## src/rtl/core/blpg_pkg.sv

```systemverilog
// Package for the Bresenham line pixel generator.
// Holds shared constants, the walker status type and the command width helper.
// No dependencies.
`default_nettype none

package blpg_pkg;

   localparam int COORD_BITS_DEFAULT = 6;
   localparam int COLOUR_BITS        = 32;
   localparam int QUEUE_DEPTH        = 2;

   typedef struct packed {
      logic busy;
      logic emit;
      logic emit_last;
      logic take;
   } walk_status_type;

   function automatic int error_bits(input int coord_bits);
      return coord_bits + 3;
   endfunction

   function automatic int cmd_bits(input int coord_bits);
      return 3 * coord_bits + 3 * error_bits(coord_bits) + 2 + COLOUR_BITS;
   endfunction

endpackage

`default_nettype wire

```

## src/rtl/core/blpg_if.sv

```systemverilog
// Channel interfaces for the Bresenham line pixel generator.
// The request channel carries line commands, the response channel pixels.
// Depends on blpg_pkg.
`default_nettype none

interface blpg_req_if #(
   parameter int COORD_BITS = blpg_pkg::COORD_BITS_DEFAULT
);
   logic                               valid;
   logic                               ready;
   logic [COORD_BITS-1:0]              start_x;
   logic [COORD_BITS-1:0]              start_y;
   logic [COORD_BITS-1:0]              end_x;
   logic [COORD_BITS-1:0]              end_y;
   logic [blpg_pkg::COLOUR_BITS-1:0]   colour;

   modport source (output valid, start_x, start_y, end_x, end_y, colour, input ready);
   modport sink   (input valid, start_x, start_y, end_x, end_y, colour, output ready);
endinterface

interface blpg_rsp_if #(
   parameter int COORD_BITS = blpg_pkg::COORD_BITS_DEFAULT
);
   logic                               valid;
   logic                               ready;
   logic [COORD_BITS-1:0]              pixel_x;
   logic [COORD_BITS-1:0]              pixel_y;
   logic [blpg_pkg::COLOUR_BITS-1:0]   pixel_colour;
   logic                               last;

   modport source (output valid, pixel_x, pixel_y, pixel_colour, last, input ready);
   modport sink   (input valid, pixel_x, pixel_y, pixel_colour, last, output ready);
endinterface

`default_nettype wire

```

## src/rtl/core/blpg_front.sv

```systemverilog
// Front end of the line generator: accepts a command, picks the major axis,
// orders the endpoints and derives the error terms for the walker.
// Depends on blpg_pkg and blpg_req_if.
`default_nettype none

module blpg_front #(
   parameter int COORD_BITS = blpg_pkg::COORD_BITS_DEFAULT,
   parameter int CMD_BITS   = blpg_pkg::cmd_bits(blpg_pkg::COORD_BITS_DEFAULT)
) (
   input  wire logic                clock,
   input  wire logic                reset,
   blpg_req_if.sink                 req_if,
   output      logic                push,
   output      logic [CMD_BITS-1:0] push_data,
   input  wire logic                full
);
   import blpg_pkg::*;

   localparam int EB = error_bits(COORD_BITS);

   typedef struct packed {
      logic [COORD_BITS-1:0]  start_major;
      logic [COORD_BITS-1:0]  start_minor;
      logic [COORD_BITS-1:0]  stop_major;
      logic signed [EB-1:0]   error_init;
      logic signed [EB-1:0]   inc_step;
      logic signed [EB-1:0]   inc_hold;
      logic                   step_down;
      logic                   steep;
      logic [COLOUR_BITS-1:0] colour;
   } cmd_type;

   logic                   valid_ff, valid_in;
   logic [COORD_BITS-1:0]  a0_ff, b0_ff, a1_ff, b1_ff;
   logic [COORD_BITS-1:0]  a0_in, b0_in, a1_in, b1_in;
   logic                   steep_ff, steep_in;
   logic [COLOUR_BITS-1:0] colour_ff, colour_in;

   logic signed [COORD_BITS:0] dx, dy, dmin;
   logic [COORD_BITS-1:0]      adx, ady, admin, dmaj;
   logic                       shallow, swap, take;
   logic signed [EB-1:0]       twice_min, twice_maj;
   cmd_type                    cmd;

   assign req_if.ready = !valid_ff || !full;
   assign take         = req_if.valid && req_if.ready;

   always_comb begin
      dx      = $signed({1'b0, req_if.end_x}) - $signed({1'b0, req_if.start_x});
      dy      = $signed({1'b0, req_if.end_y}) - $signed({1'b0, req_if.start_y});
      adx     = dx[COORD_BITS] ? COORD_BITS'(-dx) : dx[COORD_BITS-1:0];
      ady     = dy[COORD_BITS] ? COORD_BITS'(-dy) : dy[COORD_BITS-1:0];
      shallow = ady < adx;
      swap    = shallow ? (req_if.start_x > req_if.end_x) : (req_if.start_y > req_if.end_y);
      if (shallow) begin
         a0_in = swap ? req_if.end_x : req_if.start_x;
         b0_in = swap ? req_if.end_y : req_if.start_y;
         a1_in = swap ? req_if.start_x : req_if.end_x;
         b1_in = swap ? req_if.start_y : req_if.end_y;
      end else begin
         a0_in = swap ? req_if.end_y : req_if.start_y;
         b0_in = swap ? req_if.end_x : req_if.start_x;
         a1_in = swap ? req_if.start_y : req_if.end_y;
         b1_in = swap ? req_if.start_x : req_if.end_x;
      end
      steep_in  = !shallow;
      colour_in = req_if.colour;
      if (take) begin
         valid_in = 1'b1;
      end else if (!full) begin
         valid_in = 1'b0;
      end else begin
         valid_in = valid_ff;
      end
   end

   always_ff @(posedge clock) begin
      if (reset) begin
         valid_ff <= 1'b0;
      end else begin
         valid_ff <= valid_in;
      end
      if (take) begin
         a0_ff     <= a0_in;
         b0_ff     <= b0_in;
         a1_ff     <= a1_in;
         b1_ff     <= b1_in;
         steep_ff  <= steep_in;
         colour_ff <= colour_in;
      end
   end

   always_comb begin
      dmaj      = a1_ff - a0_ff;
      dmin      = $signed({1'b0, b1_ff}) - $signed({1'b0, b0_ff});
      admin     = dmin[COORD_BITS] ? COORD_BITS'(-dmin) : dmin[COORD_BITS-1:0];
      twice_min = $signed({2'b00, admin, 1'b0});
      twice_maj = $signed({2'b00, dmaj, 1'b0});
      cmd.start_major = a0_ff;
      cmd.start_minor = b0_ff;
      cmd.stop_major  = a1_ff;
      cmd.error_init  = twice_min - $signed({3'b000, dmaj});
      cmd.inc_step    = twice_min - twice_maj;
      cmd.inc_hold    = twice_min;
      cmd.step_down   = dmin[COORD_BITS];
      cmd.steep       = steep_ff;
      cmd.colour      = colour_ff;
   end

   assign push      = valid_ff && !full;
   assign push_data = cmd;

endmodule

`default_nettype wire

```

## src/rtl/core/blpg_queue.sv

```systemverilog
// Short command queue between the front end and the pixel walker.
// Depth comes from blpg_pkg; width is a parameter.
// Depends on blpg_pkg.
`default_nettype none

module blpg_queue #(
   parameter int DATA_BITS = blpg_pkg::cmd_bits(blpg_pkg::COORD_BITS_DEFAULT)
) (
   input  wire logic                 clock,
   input  wire logic                 reset,
   input  wire logic                 push,
   input  wire logic [DATA_BITS-1:0] push_data,
   output      logic                 full,
   input  wire logic                 pop,
   output      logic [DATA_BITS-1:0] pop_data,
   output      logic                 empty
);
   import blpg_pkg::*;

   localparam int PTR_BITS = $clog2(QUEUE_DEPTH);
   localparam int CNT_BITS = $clog2(QUEUE_DEPTH + 1);

   logic [DATA_BITS-1:0] mem [QUEUE_DEPTH];
   logic [PTR_BITS-1:0]  wr_ptr_ff, wr_ptr_in, rd_ptr_ff, rd_ptr_in;
   logic [CNT_BITS-1:0]  count_ff, count_in;

   assign full     = count_ff == CNT_BITS'(QUEUE_DEPTH);
   assign empty    = count_ff == '0;
   assign pop_data = mem[rd_ptr_ff];

   always_comb begin
      wr_ptr_in = wr_ptr_ff;
      rd_ptr_in = rd_ptr_ff;
      count_in  = count_ff;
      if (push) begin
         wr_ptr_in = (wr_ptr_ff == PTR_BITS'(QUEUE_DEPTH - 1)) ? '0 : wr_ptr_ff + 1'b1;
      end
      if (pop) begin
         rd_ptr_in = (rd_ptr_ff == PTR_BITS'(QUEUE_DEPTH - 1)) ? '0 : rd_ptr_ff + 1'b1;
      end
      if (push && !pop) begin
         count_in = count_ff + 1'b1;
      end else if (pop && !push) begin
         count_in = count_ff - 1'b1;
      end
   end

   always_ff @(posedge clock) begin
      if (reset) begin
         wr_ptr_ff <= '0;
         rd_ptr_ff <= '0;
         count_ff  <= '0;
      end else begin
         wr_ptr_ff <= wr_ptr_in;
         rd_ptr_ff <= rd_ptr_in;
         count_ff  <= count_in;
      end
      if (push) begin
         mem[wr_ptr_ff] <= push_data;
      end
   end

endmodule

`default_nettype wire

```

## src/rtl/core/blpg_walker.sv

```systemverilog
// Back end of the line generator: walks one line command along its major
// axis and emits one pixel per cycle while rsp_if accepts, through a registered output.
// Depends on blpg_pkg and blpg_rsp_if.
`default_nettype none

module blpg_walker #(
   parameter int COORD_BITS = blpg_pkg::COORD_BITS_DEFAULT,
   parameter int CMD_BITS   = blpg_pkg::cmd_bits(blpg_pkg::COORD_BITS_DEFAULT)
) (
   input  wire logic                      clock,
   input  wire logic                      reset,
   input  wire logic [CMD_BITS-1:0]       cmd_data,
   input  wire logic                      cmd_empty,
   output      logic                      cmd_pop,
   blpg_rsp_if.source                     rsp_if,
   output      blpg_pkg::walk_status_type status
);
   import blpg_pkg::*;

   localparam int EB = error_bits(COORD_BITS);

   typedef struct packed {
      logic [COORD_BITS-1:0]  start_major;
      logic [COORD_BITS-1:0]  start_minor;
      logic [COORD_BITS-1:0]  stop_major;
      logic signed [EB-1:0]   error_init;
      logic signed [EB-1:0]   inc_step;
      logic signed [EB-1:0]   inc_hold;
      logic                   step_down;
      logic                   steep;
      logic [COLOUR_BITS-1:0] colour;
   } cmd_type;

   cmd_type cmd;

   logic                   busy_ff;
   logic [COORD_BITS-1:0]  major_ff, minor_ff, stop_ff;
   logic signed [EB-1:0]   err_ff, inc_step_ff, inc_hold_ff;
   logic                   step_down_ff, steep_ff;
   logic [COLOUR_BITS-1:0] colour_ff;

   logic                   out_valid_ff;
   logic [COORD_BITS-1:0]  out_x_ff, out_y_ff;
   logic [COLOUR_BITS-1:0] out_colour_ff;
   logic                   out_last_ff;

   logic emit, fin, err_pos;

   assign cmd     = cmd_type'(cmd_data);
   assign emit    = busy_ff && (!out_valid_ff || rsp_if.ready);
   assign fin     = major_ff == stop_ff;
   assign err_pos = !err_ff[EB-1] && (err_ff != '0);
   assign cmd_pop = !busy_ff && !cmd_empty;

   always_ff @(posedge clock) begin
      if (reset) begin
         busy_ff      <= 1'b0;
         out_valid_ff <= 1'b0;
      end else begin
         if (cmd_pop) begin
            busy_ff <= 1'b1;
         end else if (emit && fin) begin
            busy_ff <= 1'b0;
         end
         if (emit) begin
            out_valid_ff <= 1'b1;
         end else if (rsp_if.ready) begin
            out_valid_ff <= 1'b0;
         end
      end
      if (cmd_pop) begin
         major_ff     <= cmd.start_major;
         minor_ff     <= cmd.start_minor;
         stop_ff      <= cmd.stop_major;
         err_ff       <= cmd.error_init;
         inc_step_ff  <= cmd.inc_step;
         inc_hold_ff  <= cmd.inc_hold;
         step_down_ff <= cmd.step_down;
         steep_ff     <= cmd.steep;
         colour_ff    <= cmd.colour;
      end else if (emit) begin
         major_ff <= major_ff + 1'b1;
         if (err_pos) begin
            minor_ff <= step_down_ff ? minor_ff - 1'b1 : minor_ff + 1'b1;
            err_ff   <= err_ff + inc_step_ff;
         end else begin
            err_ff   <= err_ff + inc_hold_ff;
         end
      end
      if (emit) begin
         out_x_ff      <= steep_ff ? minor_ff : major_ff;
         out_y_ff      <= steep_ff ? major_ff : minor_ff;
         out_colour_ff <= colour_ff;
         out_last_ff   <= fin;
      end
   end

   assign rsp_if.valid        = out_valid_ff;
   assign rsp_if.pixel_x      = out_x_ff;
   assign rsp_if.pixel_y      = out_y_ff;
   assign rsp_if.pixel_colour = out_colour_ff;
   assign rsp_if.last         = out_last_ff;

   assign status.busy      = busy_ff;
   assign status.emit      = emit;
   assign status.emit_last = emit && fin;
   assign status.take      = cmd_pop;

endmodule

`default_nettype wire

```

## src/rtl/core/bresenham_line_pixel_generator_top.sv

```systemverilog
// Top level of the Bresenham line pixel generator: front end, command queue
// and pixel walker. Depends on blpg_pkg, blpg_if, blpg_front, blpg_queue
// and blpg_walker.
//
//   channel | direction | payload
//   req_if  | in        | start_x, start_y, end_x, end_y, colour (one line per item)
//   rsp_if  | out       | pixel_x, pixel_y, pixel_colour, last (one pixel per item)
//
// A line of n pixels (n = major-axis length + 1, up to 2^COORD_BITS) is emitted by the walker
// at one pixel per cycle while rsp_if accepts; the walker takes the next line only after the last pixel.
// An accepted command is registered in the front end, written into the queue and loaded by the idle walker,
// and its first pixel is then offered on rsp_if from the walker's output register.
// The front end and the two-entry queue accept new commands while a line is walked.
// Reset is synchronous and active high; stalls on rsp_if hold the walker in place.
`default_nettype none

module bresenham_line_pixel_generator_top #(
   parameter int COORD_BITS = blpg_pkg::COORD_BITS_DEFAULT
) (
   input wire logic    clock,
   input wire logic    reset,
   blpg_req_if.sink    req_if,
   blpg_rsp_if.source  rsp_if
);
   import blpg_pkg::*;

   localparam int CMD_BITS = cmd_bits(COORD_BITS);

   logic                push, full, pop, empty;
   logic [CMD_BITS-1:0] push_data, pop_data;
   walk_status_type     status;

   blpg_front #(
      .COORD_BITS (COORD_BITS),
      .CMD_BITS   (CMD_BITS)
   ) u_front (
      .clock     (clock),
      .reset     (reset),
      .req_if    (req_if),
      .push      (push),
      .push_data (push_data),
      .full      (full)
   );

   blpg_queue #(
      .DATA_BITS (CMD_BITS)
   ) u_queue (
      .clock     (clock),
      .reset     (reset),
      .push      (push),
      .push_data (push_data),
      .full      (full),
      .pop       (pop),
      .pop_data  (pop_data),
      .empty     (empty)
   );

   blpg_walker #(
      .COORD_BITS (COORD_BITS),
      .CMD_BITS   (CMD_BITS)
   ) u_walker (
      .clock     (clock),
      .reset     (reset),
      .cmd_data  (pop_data),
      .cmd_empty (empty),
      .cmd_pop   (pop),
      .rsp_if    (rsp_if),
      .status    (status)
   );

   a_push_not_full : assert property (@(posedge clock) disable iff (reset)
      push |-> !full)
      else $error("command pushed into a full queue");

   a_take_when_idle : assert property (@(posedge clock) disable iff (reset)
      status.take |-> !status.busy && !empty)
      else $error("walker took a command while busy or from an empty queue");

   a_last_ends_line : assert property (@(posedge clock) disable iff (reset)
      status.emit_last |=> !status.busy)
      else $error("walker still busy after the last pixel");

   a_last_marked : assert property (@(posedge clock) disable iff (reset)
      status.emit_last |=> rsp_if.valid && rsp_if.last)
      else $error("final pixel not presented with last set");

endmodule

`default_nettype wire

```

## src/flat_wrapper.sv

```systemverilog
// flat-port wrapper written by rule: the top's interface ports become plain ports
module bresenham_line_pixel_generator_top_flat import blpg_pkg::*;
#(
   parameter int COORD_BITS = blpg_pkg::COORD_BITS_DEFAULT
)
  (clock, reset, req_if_valid, req_if_start_x, req_if_start_y, req_if_end_x, req_if_end_y, req_if_colour, req_if_ready, rsp_if_valid, rsp_if_pixel_x, rsp_if_pixel_y, rsp_if_pixel_colour, rsp_if_last, rsp_if_ready);
  blpg_req_if #(.COORD_BITS(COORD_BITS)) req_if_i ();
  blpg_rsp_if #(.COORD_BITS(COORD_BITS)) rsp_if_i ();
  input wire logic clock;
  input wire logic reset;
  input wire logic [$bits(req_if_i.valid)-1:0] req_if_valid;
  input wire logic [$bits(req_if_i.start_x)-1:0] req_if_start_x;
  input wire logic [$bits(req_if_i.start_y)-1:0] req_if_start_y;
  input wire logic [$bits(req_if_i.end_x)-1:0] req_if_end_x;
  input wire logic [$bits(req_if_i.end_y)-1:0] req_if_end_y;
  input wire logic [$bits(req_if_i.colour)-1:0] req_if_colour;
  output wire logic [$bits(req_if_i.ready)-1:0] req_if_ready;
  output wire logic [$bits(rsp_if_i.valid)-1:0] rsp_if_valid;
  output wire logic [$bits(rsp_if_i.pixel_x)-1:0] rsp_if_pixel_x;
  output wire logic [$bits(rsp_if_i.pixel_y)-1:0] rsp_if_pixel_y;
  output wire logic [$bits(rsp_if_i.pixel_colour)-1:0] rsp_if_pixel_colour;
  output wire logic [$bits(rsp_if_i.last)-1:0] rsp_if_last;
  input wire logic [$bits(rsp_if_i.ready)-1:0] rsp_if_ready;
  assign req_if_i.valid = req_if_valid;
  assign req_if_i.start_x = req_if_start_x;
  assign req_if_i.start_y = req_if_start_y;
  assign req_if_i.end_x = req_if_end_x;
  assign req_if_i.end_y = req_if_end_y;
  assign req_if_i.colour = req_if_colour;
  assign req_if_ready = req_if_i.ready;
  assign rsp_if_valid = rsp_if_i.valid;
  assign rsp_if_pixel_x = rsp_if_i.pixel_x;
  assign rsp_if_pixel_y = rsp_if_i.pixel_y;
  assign rsp_if_pixel_colour = rsp_if_i.pixel_colour;
  assign rsp_if_last = rsp_if_i.last;
  assign rsp_if_i.ready = rsp_if_ready;
  bresenham_line_pixel_generator_top #(.COORD_BITS(COORD_BITS)) u_core (.clock(clock), .reset(reset), .req_if(req_if_i), .rsp_if(rsp_if_i));
endmodule
```

## config.mk

```make
export PLATFORM = sky130hd
export DESIGN_NAME = bresenham_line_pixel_generator_top_flat
export DESIGN_NICKNAME = d
export VERILOG_FILES = /design/src/rtl/core/blpg_pkg.sv /design/src/rtl/core/blpg_if.sv /design/src/rtl/core/blpg_front.sv /design/src/rtl/core/blpg_queue.sv /design/src/rtl/core/blpg_walker.sv /design/src/rtl/core/bresenham_line_pixel_generator_top.sv /design/src/flat_wrapper.sv
export SDC_FILE = /design/constraint.sdc
export NUM_CORES = 1
export LEC_CHECK = 0
export BUFFER_PORTS_ARGS = -buffer_cell sky130_fd_sc_hd__buf_2
export CAP_MARGIN = 5
export CORE_MARGIN = 8
export CORE_UTILIZATION = 25
export DETAILED_ROUTE_END_ITERATION = 8
export PLACE_DENSITY = 0.4
export SLEW_MARGIN = 0
export SYNTH_ARGS = -nofsm -noshare
export SYNTH_HDL_FRONTEND = slang
export SYNTH_SLANG_ARGS = --single-unit
export TNS_END_PERCENT = 5
```

## constraint.sdc

```tcl
create_clock -name clock -period 7.7 [get_ports clock]
set_clock_uncertainty 0.1 [all_clocks]
set_input_delay 0.77 -clock clock [delete_from_list [all_inputs] [get_ports clock]]
set_output_delay 0.77 -clock clock [all_outputs]
set_load 0.01 [all_outputs]
```

* Word level (Yosys, flattened, before mapping)
Memories as Yosys holds them, arrays and structs flattened. A register that Yosys moved wholly into a read port is not among the register bits.
Index checks and enable logic that the tools add are counted.
** Cells by class
- Muxes and demuxes :: 37
- Equality and inequality tests :: 3
- Reduce and logical (&&, ||, !) cells :: 27
- Add/sub/neg operators :: 18
- Magnitude comparators :: 3
** Operators with widths (count)
- $mux 6 :: 19
- $mux 9 :: 3
- $sub 6x6->7 :: 3
- $add 9x9->9 :: 2
- $neg 6->6 :: 3
- $mux 1 :: 13
- $add 6x1->6 const B :: 2
- $gt 6x6->1 :: 2
- $reduce_bool 2->1 :: 5
- $logic_not 1->1 :: 9
- $reduce_bool 9->1 :: 1
- $logic_and 1x1->1 :: 8
- $sub 7x6->8 :: 1
- $sub 7x7->8 :: 1
- $eq 6x6->1 :: 1
- $lt 6x6->1 :: 1
- $sub 6x1->6 const B :: 1
- $sub 6x6->6 :: 1
- $mux 2 :: 2
- $add 1x1->1 const B :: 2
- $add 2x1->2 const B :: 1
- $eq 2x2->1 const B :: 1
- $logic_not 2->1 :: 1
- $logic_or 1x1->1 :: 2
- other kinds (3) :: 3
** Word-level totals
- Register bits :: 188
- Memories :: 1
- Output and inout bits :: 47
- Memory bits (writable) :: 152
** Memory list
- u_core.u_queue.mem :: words 2, bits a word 76, read ports 1, clocked after Yosys merged registers in 1, write ports 1, line blpg_queue.sv:23 : logic [DATA_BITS-1:0] mem [QUEUE_DEPTH];

* Longest topological paths before layout
Gate-level depths: netlist (run 1).
- Depth after elaboration :: 7
- Gate-level depth with buffers :: 19
- Depth with buffers taken out :: 19

* Hierarchy
A second synthesis (run 1) with hierarchy kept.
** Second synthesis, totals
- Cells, all modules :: 956
- Area, all modules :: 15337.2 sq um
** By module, submodules not included
- blpg_queue :: cells an instance 268, area an instance 5940.7 sq um, times used 1
- blpg_walker :: cells an instance 300, area an instance 4977.3 sq um, times used 1
- blpg_front :: cells an instance 388, area an instance 4419.2 sq um, times used 1

* Worst setup path before layout (run 1)
No wires, ideal clock.
- Kind :: register to register
- Start :: register u_core.u_queue.count_ff[0]
- End :: memory u_core.u_queue.mem[0][0] (netlist bit), enable pin
- Data arrival time :: 3.648 ns
- Stages on the path, launching flop included :: 4
- Path slack :: 3.448 ns
- Library setup time :: 0.504 ns
- Cell sequence :: dfxtp_1 nand2b_1 nand2_1 nor2_1
** On the way
- Longest elaborated chain between the ends :: 5
** RTL lines
- start: declaration :: line blpg_queue.sv:25 : logic [CNT_BITS-1:0] count_ff, count_in;
- start signal: assignment :: line blpg_queue.sv:56 : count_ff <= count_in;
- $eq 2x2->1 :: line blpg_queue.sv:27 : assign full = count_ff == CNT_BITS'(QUEUE_DEPTH);
- $logic_not 1->1 :: line blpg_front.sv:110 : assign push = valid_ff && !full;
- $logic_and 1x1->1 :: line blpg_front.sv:110
- $mux 1 :: line blpg_queue.sv:58 : if (push) begin
- $mux 1 (implied by the code) :: line blpg_queue.sv:59 : mem[wr_ptr_ff] <= push_data;
- end: declaration :: line blpg_queue.sv:23
Every way passes these cells.

* Worst setup path in the final report (run 1)
- Start :: input req_if_end_x[0]
- End :: register u_core.u_front.b1_ff[1] (data pin)
** On the way
- Longest elaborated chain between the ends :: 7
- Elaborated cells on any way between the ends :: 9
- Those cells by class :: add/sub: 2; order compare: 2; mux: 5
** RTL lines
- start: declaration :: line flat_wrapper.sv:14 : input wire logic [$bits(req_if_i.end_x)-1:0] req_if_end_x;
- $sub 6x6->7 :: line blpg_front.sv:49 : dx = $signed({1'b0, req_if.end_x}) - $signed({1'b0, req_if.start_x});
- $neg 6->6 :: line blpg_front.sv:51 : adx = dx[COORD_BITS] ? COORD_BITS'(-dx) : dx[COORD_BITS-1:0];
- $mux 6 :: line blpg_front.sv:51
- $lt 6x6->1 :: line blpg_front.sv:53 : shallow = ady < adx;
- $mux 1 :: line blpg_front.sv:54 : swap = shallow ? (req_if.start_x > req_if.end_x) : (req_if.start_y > req_if.end_y);
- $mux 6 (on tied branches) :: line blpg_front.sv:64, blpg_front.sv:59
- $mux 6 (*) :: line blpg_front.sv:55 : if (shallow) begin
- named net u_core.u_front.b1_in[1] :: line blpg_front.sv:35 : logic [COORD_BITS-1:0] a0_in, b0_in, a1_in, b1_in;
- end signal: assignment :: line blpg_front.sv:87 : b1_ff <= b1_in;
- end: declaration :: line blpg_front.sv:34 : logic [COORD_BITS-1:0] a0_ff, b0_ff, a1_ff, b1_ff;
Mark *: on every way through the listed nets, which the timed path passes. The rest lies on a longest branch.
A chain may end at the register's enable or synchronous reset.

==> impl_metrics.env, run 1 <==
export IMPL_final_max_slew_violation_count=0
export IMPL_areaGrowthSynthToFinish_pct=18.62
export IMPL_crit_path_start="req_if_end_x[0]"
export IMPL_clock_sinks=330
export IMPL_rrSetupSlack_ps=3480
export IMPL_drtIter0Drc=326
export IMPL_fin_area_um2=17000
export IMPL_finalPower_mw=7.934
export IMPL_die_area_um2=65250
export IMPL_r2r_end="u_core.u_queue.mem[1][46]"
export IMPL_rows=87
export IMPL_timing_rr_start="u_core.u_front.b1_ff[0]"
export IMPL_worstSetupEndpointType="flop"
export IMPL_cp_slowest_cell="a21oi_4"
export IMPL_hold_path_end="u_core.u_front.colour_ff[9]"
export IMPL_busiest_layer="met2"
export IMPL_outcome="finished, final reports clean"
export IMPL_fmax_ghz=0.2299
export IMPL_grt_use_total_pct=9.375
export IMPL_start_kind="primary input"
export IMPL_cap_violations=0
export IMPL_combPwrFrac_pct=37.9
export IMPL_cts_buffers=39
export IMPL_layout_nets=1143
export IMPL_synth_most_common_cell="edfxtp_1"
export IMPL_floorplan_initialDensity_pct=25.37
export IMPL_leakage_nw=6.319
export IMPL_tightest_slew_ps=1037
export IMPL_die_w_um=255.4
export IMPL_yosysSeqAreaShare_pct=68.58
export IMPL_cp_arrival_ps=4480
export IMPL_slew_headroom_pct=30.69
export IMPL_ant_nets=0
export IMPL_period_minus_slack_ps=4349
export IMPL_ys_seq_elements=330
export IMPL_p_sw_mw=2.719
export IMPL_synth_top_area_share_pct=67.46
export IMPL_clk_latency_ps=540
export IMPL_synthesis_area_um2=14330
export IMPL_async_flop_share_pct=0
export IMPL_h_tree_depth=2
export IMPL_hold_viol_final=0
export IMPL_cts_resized=0
export IMPL_grt_first_pass_wirelength_um=47970
export IMPL_grt_max_degree=61
export IMPL_routed_via_density=4.075
export IMPL_use_met2_pct=15.24
export IMPL_ys_types=47
export IMPL_seq_power_share_pct=40.2
export IMPL_io_buffers=106
export IMPL_cts_hold_buf=0
export IMPL_synth_flop_cell="edfxtp_1"
export IMPL_syn_nets=1011
export IMPL_p_int_mw=5.215
export IMPL_hold_path_cell_count=1
export IMPL_pre_cts_ws_ps=2797
export IMPL_place_hpwl_um=20860
export IMPL_post_cts_setup_buffer_count=0
export IMPL_syn_area_per_cell_um2=16.14
export IMPL_yosys_warnings=0
export IMPL_io_pins=107
export IMPL_cp_required_ps=7830
export IMPL_clockBufferDepth=3
export IMPL_syn_inst=888
export IMPL_cts_root_buf="clkbuf_16"
export IMPL_core_area_um2=56500
export IMPL_drt_wl_total_um=31130
export IMPL_grt_setup_unrepaired="false"
export IMPL_die_h_um=255.4
export IMPL_gp_congestion=0.7171
export IMPL_clock_power_share_pct=21.9
export IMPL_powerDensity_nw_per_um2=466.7
export IMPL_fin_ws_ps=3351
export IMPL_firstDrtPassIters=4
export IMPL_drc_errors=0
export IMPL_gr_usage_met1_pct=12.34
export IMPL_swShare_pct=34.27
export IMPL_cts_tree="done"
export IMPL_place_area_um2=15800
export IMPL_clk_pin_slew_ps=60
export IMPL_drive_above_1_share_pct=24.07
export IMPL_worst_path_max_fanout=25
export IMPL_routedWlPerCell_um=17.27
export IMPL_worstHoldStart="req_if_colour[9]"
export IMPL_synth_area_top_cells="edfxtp_1 67%, mux2i_1 6.0%, mux2_2 5.4%"
export IMPL_vias=7348
export IMPL_fin_crit_sh_pct=56.48
export IMPL_final_setup_tns_ps=0
export IMPL_antenna_found_initial=0
export IMPL_reg2reg_depth=19
export IMPL_criticalPathCategory="in -> reg"
export IMPL_grt_overflow=0
export IMPL_grt_pass1_vias=7870
export IMPL_yosysTopAreaCell="edfxtp_1"
export IMPL_cp_slowest_stage_delay_ps=810
export IMPL_crit_top_cell="a21o_1"
export IMPL_hold_class="in -> reg"
export IMPL_n_antenna_cell=0
export IMPL_finalSetupViolations=0
export IMPL_synth_edff_count=322
export IMPL_ir_drop_mv=0.1689
export IMPL_path_cells="buf_2 > inv_1 > ha_1 > fa_1 > nor2b_1 > o21ai_0 > a21boi_0 > o21ai_0 > nand2b_1 > nand2_1 > o21ai_0 > ha_1 > a21o_1 > a21o_1 > a21o_1 > a21o_1 > a21oi_4 > mux2i_1"
export IMPL_synthTopCellsByCount="322 x edfxtp_1, 86 x mux2i_1, 69 x mux2_2, 55 x ha_1, 52 x inv_1"
export IMPL_gr_usage_met3_pct=2.040
-- how the worst max path moves through the flow --
stage                                     end  cells past startpoint
finish                u_core.u_front.b1_ff[1]                     18
global route          u_core.u_front.b1_ff[1]                     18
CTS                 u_core.u_queue.mem[1][46]                     18
detailed placement    u_core.u_front.b1_ff[1]                     18
global placement      u_core.u_front.b1_ff[2]                     18
floorplan            u_core.u_queue.mem[0][0]                      3
-- logic make-up (layout without fill, tap and decap cells) --
logic type | Yosys count | count (layout) | synth area share (%)
and+or+nand+nor | 96 | 96 | 3.579
xor gates and xnor gates | 60 | 60 | 3.666
DFF | 330 | 330 | 68.58
adders and majority gates | 63 | 63 | 5.919
buffers and inverters | 76 | 235 | 2.078
AOI/OAI and AO/OA | 107 | 107 | 4.644
muxes | 156 | 156 | 11.53
-- layout by cell type, fill, tap and decap left out, types with 3 or more instances in the layout --
cell type	instances
a211oi_1	7
a21o_1	22
a21oi_1	35
a31oi_1	3
buf_2	106
buf_4	8
bufinv_16	3
clkbuf_1	7
clkbuf_16	39
clkinv_1	8
clkinv_2	8
dfxtp_1	7
edfxtp_1	322
fa_1	8
ha_1	55
inv_1	51
mux2_2	69
mux2i_1	86
nand2_1	20
nand2b_1	10
nand3_1	6
nor2_1	20
nor2b_1	17
nor3_1	5
o21ai_0	22
o21bai_1	5
xnor2_1	35
xor2_1	25
-- metrics by stage --
stage	hold slack (ps)	cells	utilization, %
global placement	302.7	1735	27.96
detailed placement	304.5	1735	27.96
finish	301.7	1803	30.09
floorplan	300.3	888	-
CTS	261.3	1803	30.09
global route	265.7	1803	30.09
-- area by class of cell --
type | instances | area [um2]
clock inverters | 22 | 200.2
repair buffers | 114 | 590.6
clock buffers | 46 | 1002
inverters | 53 | 198.9
multi-input cells | 482 | 4230
flip-flops and latches | 330 | 9833
well taps | 756 | 945.9
fillers | 5649 | 39490
-- power groups by stage --
stage	sequential, mW	combinational [mW]	clock (mW)
2_1_floorplan	3.15	2.21	0
3_3_place_gp	3.23	3.06	0
3_5_place_dp	3.24	3.09	0
4_1_cts	3.21	3.11	1.81
5_1_grt	3.24	3.44	1.86
6_report	3.19	3.01	1.74
-- sequential cells by signal (all words and copies together), names as in the netlist, 2 cells and up, named ones only --
name and count:
u_core.u_front.a1_ff 6, u_core.u_walker.rsp_if.pixel_y 6, u_core.u_walker.inc_hold_ff 6, u_core.u_front.b1_ff 6, u_core.u_walker.stop_ff 6, u_core.u_walker.colour_ff 32
u_core.u_walker.inc_step_ff 7, u_core.u_front.colour_ff 32, u_core.u_front.a0_ff 6, u_core.u_queue.mem 146, u_core.u_queue.count_ff 2, u_core.u_front.b0_ff 6
u_core.u_walker.rsp_if.pixel_x 6, u_core.u_walker.minor_ff 6, u_core.u_walker.major_ff 6, u_core.u_walker.rsp_if.pixel_colour 32, u_core.u_walker.err_ff 9
-- routing by layer --
metal	up-vias	wire length (um)
met3	51	1183
met1	3580	14680
met4	0	672
met5	-	0
li1	3609	-
met2	108	14590
-- critical path: cells and delay by family --
| kind | cells | cell delay (ps) |
|---|---|---|
| compound gates | 9 | 2000 |
| fa+ha+maj | 3 | 890 |
| mux | 1 | 220 |
| buf+inv | 2 | 170 |
| simple gates | 3 | 380 |
No activity file was read; power rests on OpenSTA's default activity.
==> run 2: changes to the inputs <==
==> constraint.sdc (replaced) <==
create_clock -name clock -period 4.45 [get_ports clock]
set_clock_uncertainty 0.1 [all_clocks]
set_input_delay 0.445 -clock clock [delete_from_list [all_inputs] [get_ports clock]]
set_output_delay 0.445 -clock clock [all_outputs]
set_load 0.01 [all_outputs]
==> run 2 against run 1 <==
Effect of this change:
- non-clock buffer count up 35
- critical endpoint is now u_core.u_queue.mem[1][46]
- first-iteration DRC count up 25%
- via count up 1.7%
- final cell count up 1.9%
- clock-buffer cell count down 3
- sequential power up 75%
- combinational power up 74%
- utilization up 0.66 points
- critical path depth up 1
==> impl_metrics.env, run 2 (synthesized netlist as in run 1, its figures left out) <==
export IMPL_grt_pass1_vias=8004
export IMPL_hold_viol_final=0
export IMPL_criticalPathCategory="reg -> reg"
export IMPL_cts_resized=0
export IMPL_wl_met2_um=15190
export IMPL_final_common_cell="edfxtp_1"
export IMPL_period_minus_slack_ps=3941
export IMPL_start_kind="flop"
export IMPL_top_layer="met4"
export IMPL_rrSetupSlack_ps=510
export IMPL_gp_congestion=0.7224
export IMPL_grt_setup_unrepaired="false"
export IMPL_pre_cts_ws_ps=442.0
export IMPL_hold_class="in -> reg"
export IMPL_powerDensity_nw_per_um2=795.6
export IMPL_cap_violations=0
export IMPL_grt_use_total_pct=9.687
export IMPL_rows=87
export IMPL_firstDrtPassIters=4
export IMPL_reg2reg_depth=19
export IMPL_cts_buffers=39
export IMPL_clock_sinks=330
export IMPL_io_pins=107
export IMPL_clockBufferDepth=3
export IMPL_final_setup_tns_ps=0
export IMPL_worstSetupEndpointType="flop"
export IMPL_n_antenna_cell=0
export IMPL_fin_crit_sh_pct=88.57
export IMPL_largest_reg_flops=146
export IMPL_hold_path_end="u_core.u_front.valid_ff"
export IMPL_wl_met1_um=14900
export IMPL_wl_met3_um=1149
export IMPL_drtIter0Drc=408
export IMPL_clk_pin_slew_ps=50
export IMPL_hold_path_cell_count=3
export IMPL_final_max_slew_violation_count=0
export IMPL_slew_headroom_pct=32.73
export IMPL_areaGrowthSynthToFinish_pct=21.23
export IMPL_cts_tree="done"
export IMPL_clk_latency_ps=550
export IMPL_antenna_found_initial=0
export IMPL_fmax_ghz=0.2537
export IMPL_io_buffers=106
export IMPL_die_h_um=255.4
export IMPL_outcome="finished, final reports clean"
export IMPL_place_hpwl_um=21230
export IMPL_grt_max_degree=61
export IMPL_drc_errors=0
export IMPL_vias=7475
export IMPL_routedWlPerCell_um=17.36
export IMPL_ant_nets=0
export IMPL_h_tree_depth=2
export IMPL_die_area_um2=65250
export IMPL_regMostFlops="u_core.u_queue.mem"
export IMPL_r2r_end="u_core.u_queue.mem[1][46]"
export IMPL_grt_overflow=0
export IMPL_drive_above_1_share_pct=23.40
export IMPL_floorplan_initialDensity_pct=25.37
export IMPL_final_cell_mix="322 x edfxtp_1, 106 x buf_2, 86 x mux2i_1"
export IMPL_fin_area_um2=17380
export IMPL_grt_first_pass_wirelength_um=49540
export IMPL_cp_arrival_ps=4120
export IMPL_ir_drop_mv=0.3455
export IMPL_cts_root_buf="clkbuf_16"
export IMPL_cp_required_ps=4630
export IMPL_drt_wl_total_um=31880
export IMPL_finalSetupViolations=0
export IMPL_timing_rr_start="u_core.u_front.b1_ff[0]"
export IMPL_leakage_nw=6.475
export IMPL_layout_nets=1178
export IMPL_routed_via_density=4.069
export IMPL_core_area_um2=56500
export IMPL_tightest_slew_ps=1007
export IMPL_die_w_um=255.4
export IMPL_worst_path_max_fanout=4
export IMPL_fin_ws_ps=508.8
export IMPL_worstHoldStart="req_if_valid"
export IMPL_place_area_um2=15860
[run 2: worst max-delay path by stage]
| stage | start | to | slack [ps] | cells past startpoint |
|---|---|---|---|---|
| 4_1_cts | u_core.u_front.b1_ff[0] | u_core.u_queue.mem[1][46] | 440 | 19 |
| 2_1_floorplan | u_core.u_queue.count_ff[0] | u_core.u_queue.mem[0][0] | 200 | 3 |
| 3_3_place_gp | u_core.u_front.b1_ff[0] | u_core.u_queue.mem[0][46] | 510 | 19 |
| 3_5_place_dp | req_if_end_x[0] | u_core.u_front.a1_ff[4] | 440 | 19 |
| 6_report | u_core.u_front.b1_ff[0] | u_core.u_queue.mem[1][46] | 510 | 19 |
| 5_1_grt | u_core.u_front.b1_ff[0] | u_core.u_queue.mem[0][46] | 80 | 19 |
[run 2: per-layer routing]
layer / global-route usage, % / up-vias
li1: - / 3668
met1: 12.52 / 3652
met2: 16.08 / 109
met3: 2.139 / 46
met4: 2.924 / 0
met5: 0 / -
[run 2: report_power, final]
part | switching (mW) | internal (mW) | leakage (nW)
Clock | 1.25 | 1.78 | 0.585
Sequential | 0.481 | 5.09 | 3.08
Combinational | 3.01 | 2.22 | 2.81
[run 2: worst max-delay path: stages (launching register included)]
cell and delay, ps:
edfxtp_1 350, inv_1 60, ha_1 150, inv_1 50, fa_1 400, a21o_1 200, a21oi_2 160, and2b_2 240
o21ai_0 140, nand2b_1 110, inv_1 120, mux2i_1 310, inv_1 140, ha_1 300, nor2b_1 120, o21ai_0 150
nand2b_1 100, a21o_1 190, a21oi_1 170, xnor2_1 100
[run 2: through the flow]
stage,utilization (%),power [mW],cells,hold slack (ps)
after floorplan,-,9.272,888,300.3
after CTS,30.76,14.13,1837,27.37
after detailed placement,28.07,10.99,1738,304.5
after global placement,28.07,10.95,1738,300.6
final,30.76,13.82,1837,57.18
after global routing,30.76,14.87,1837,34.71
[run 2: what timing repair did]
item                      4_1_cts  5_1_grt
buffers inserted                0        0
hold endpoints to repair       32        0
hold buffers                   32        0
[run 2: layout make-up]
type	count	area (um2)
fill	5625	39120
sequential	330	9833
multi-input combinational	482	4230
clock buffer	43	991.0
timing repair buffer	149	970.9
tap	756	945.9
clock inverter	24	205.2
inverter	53	198.9
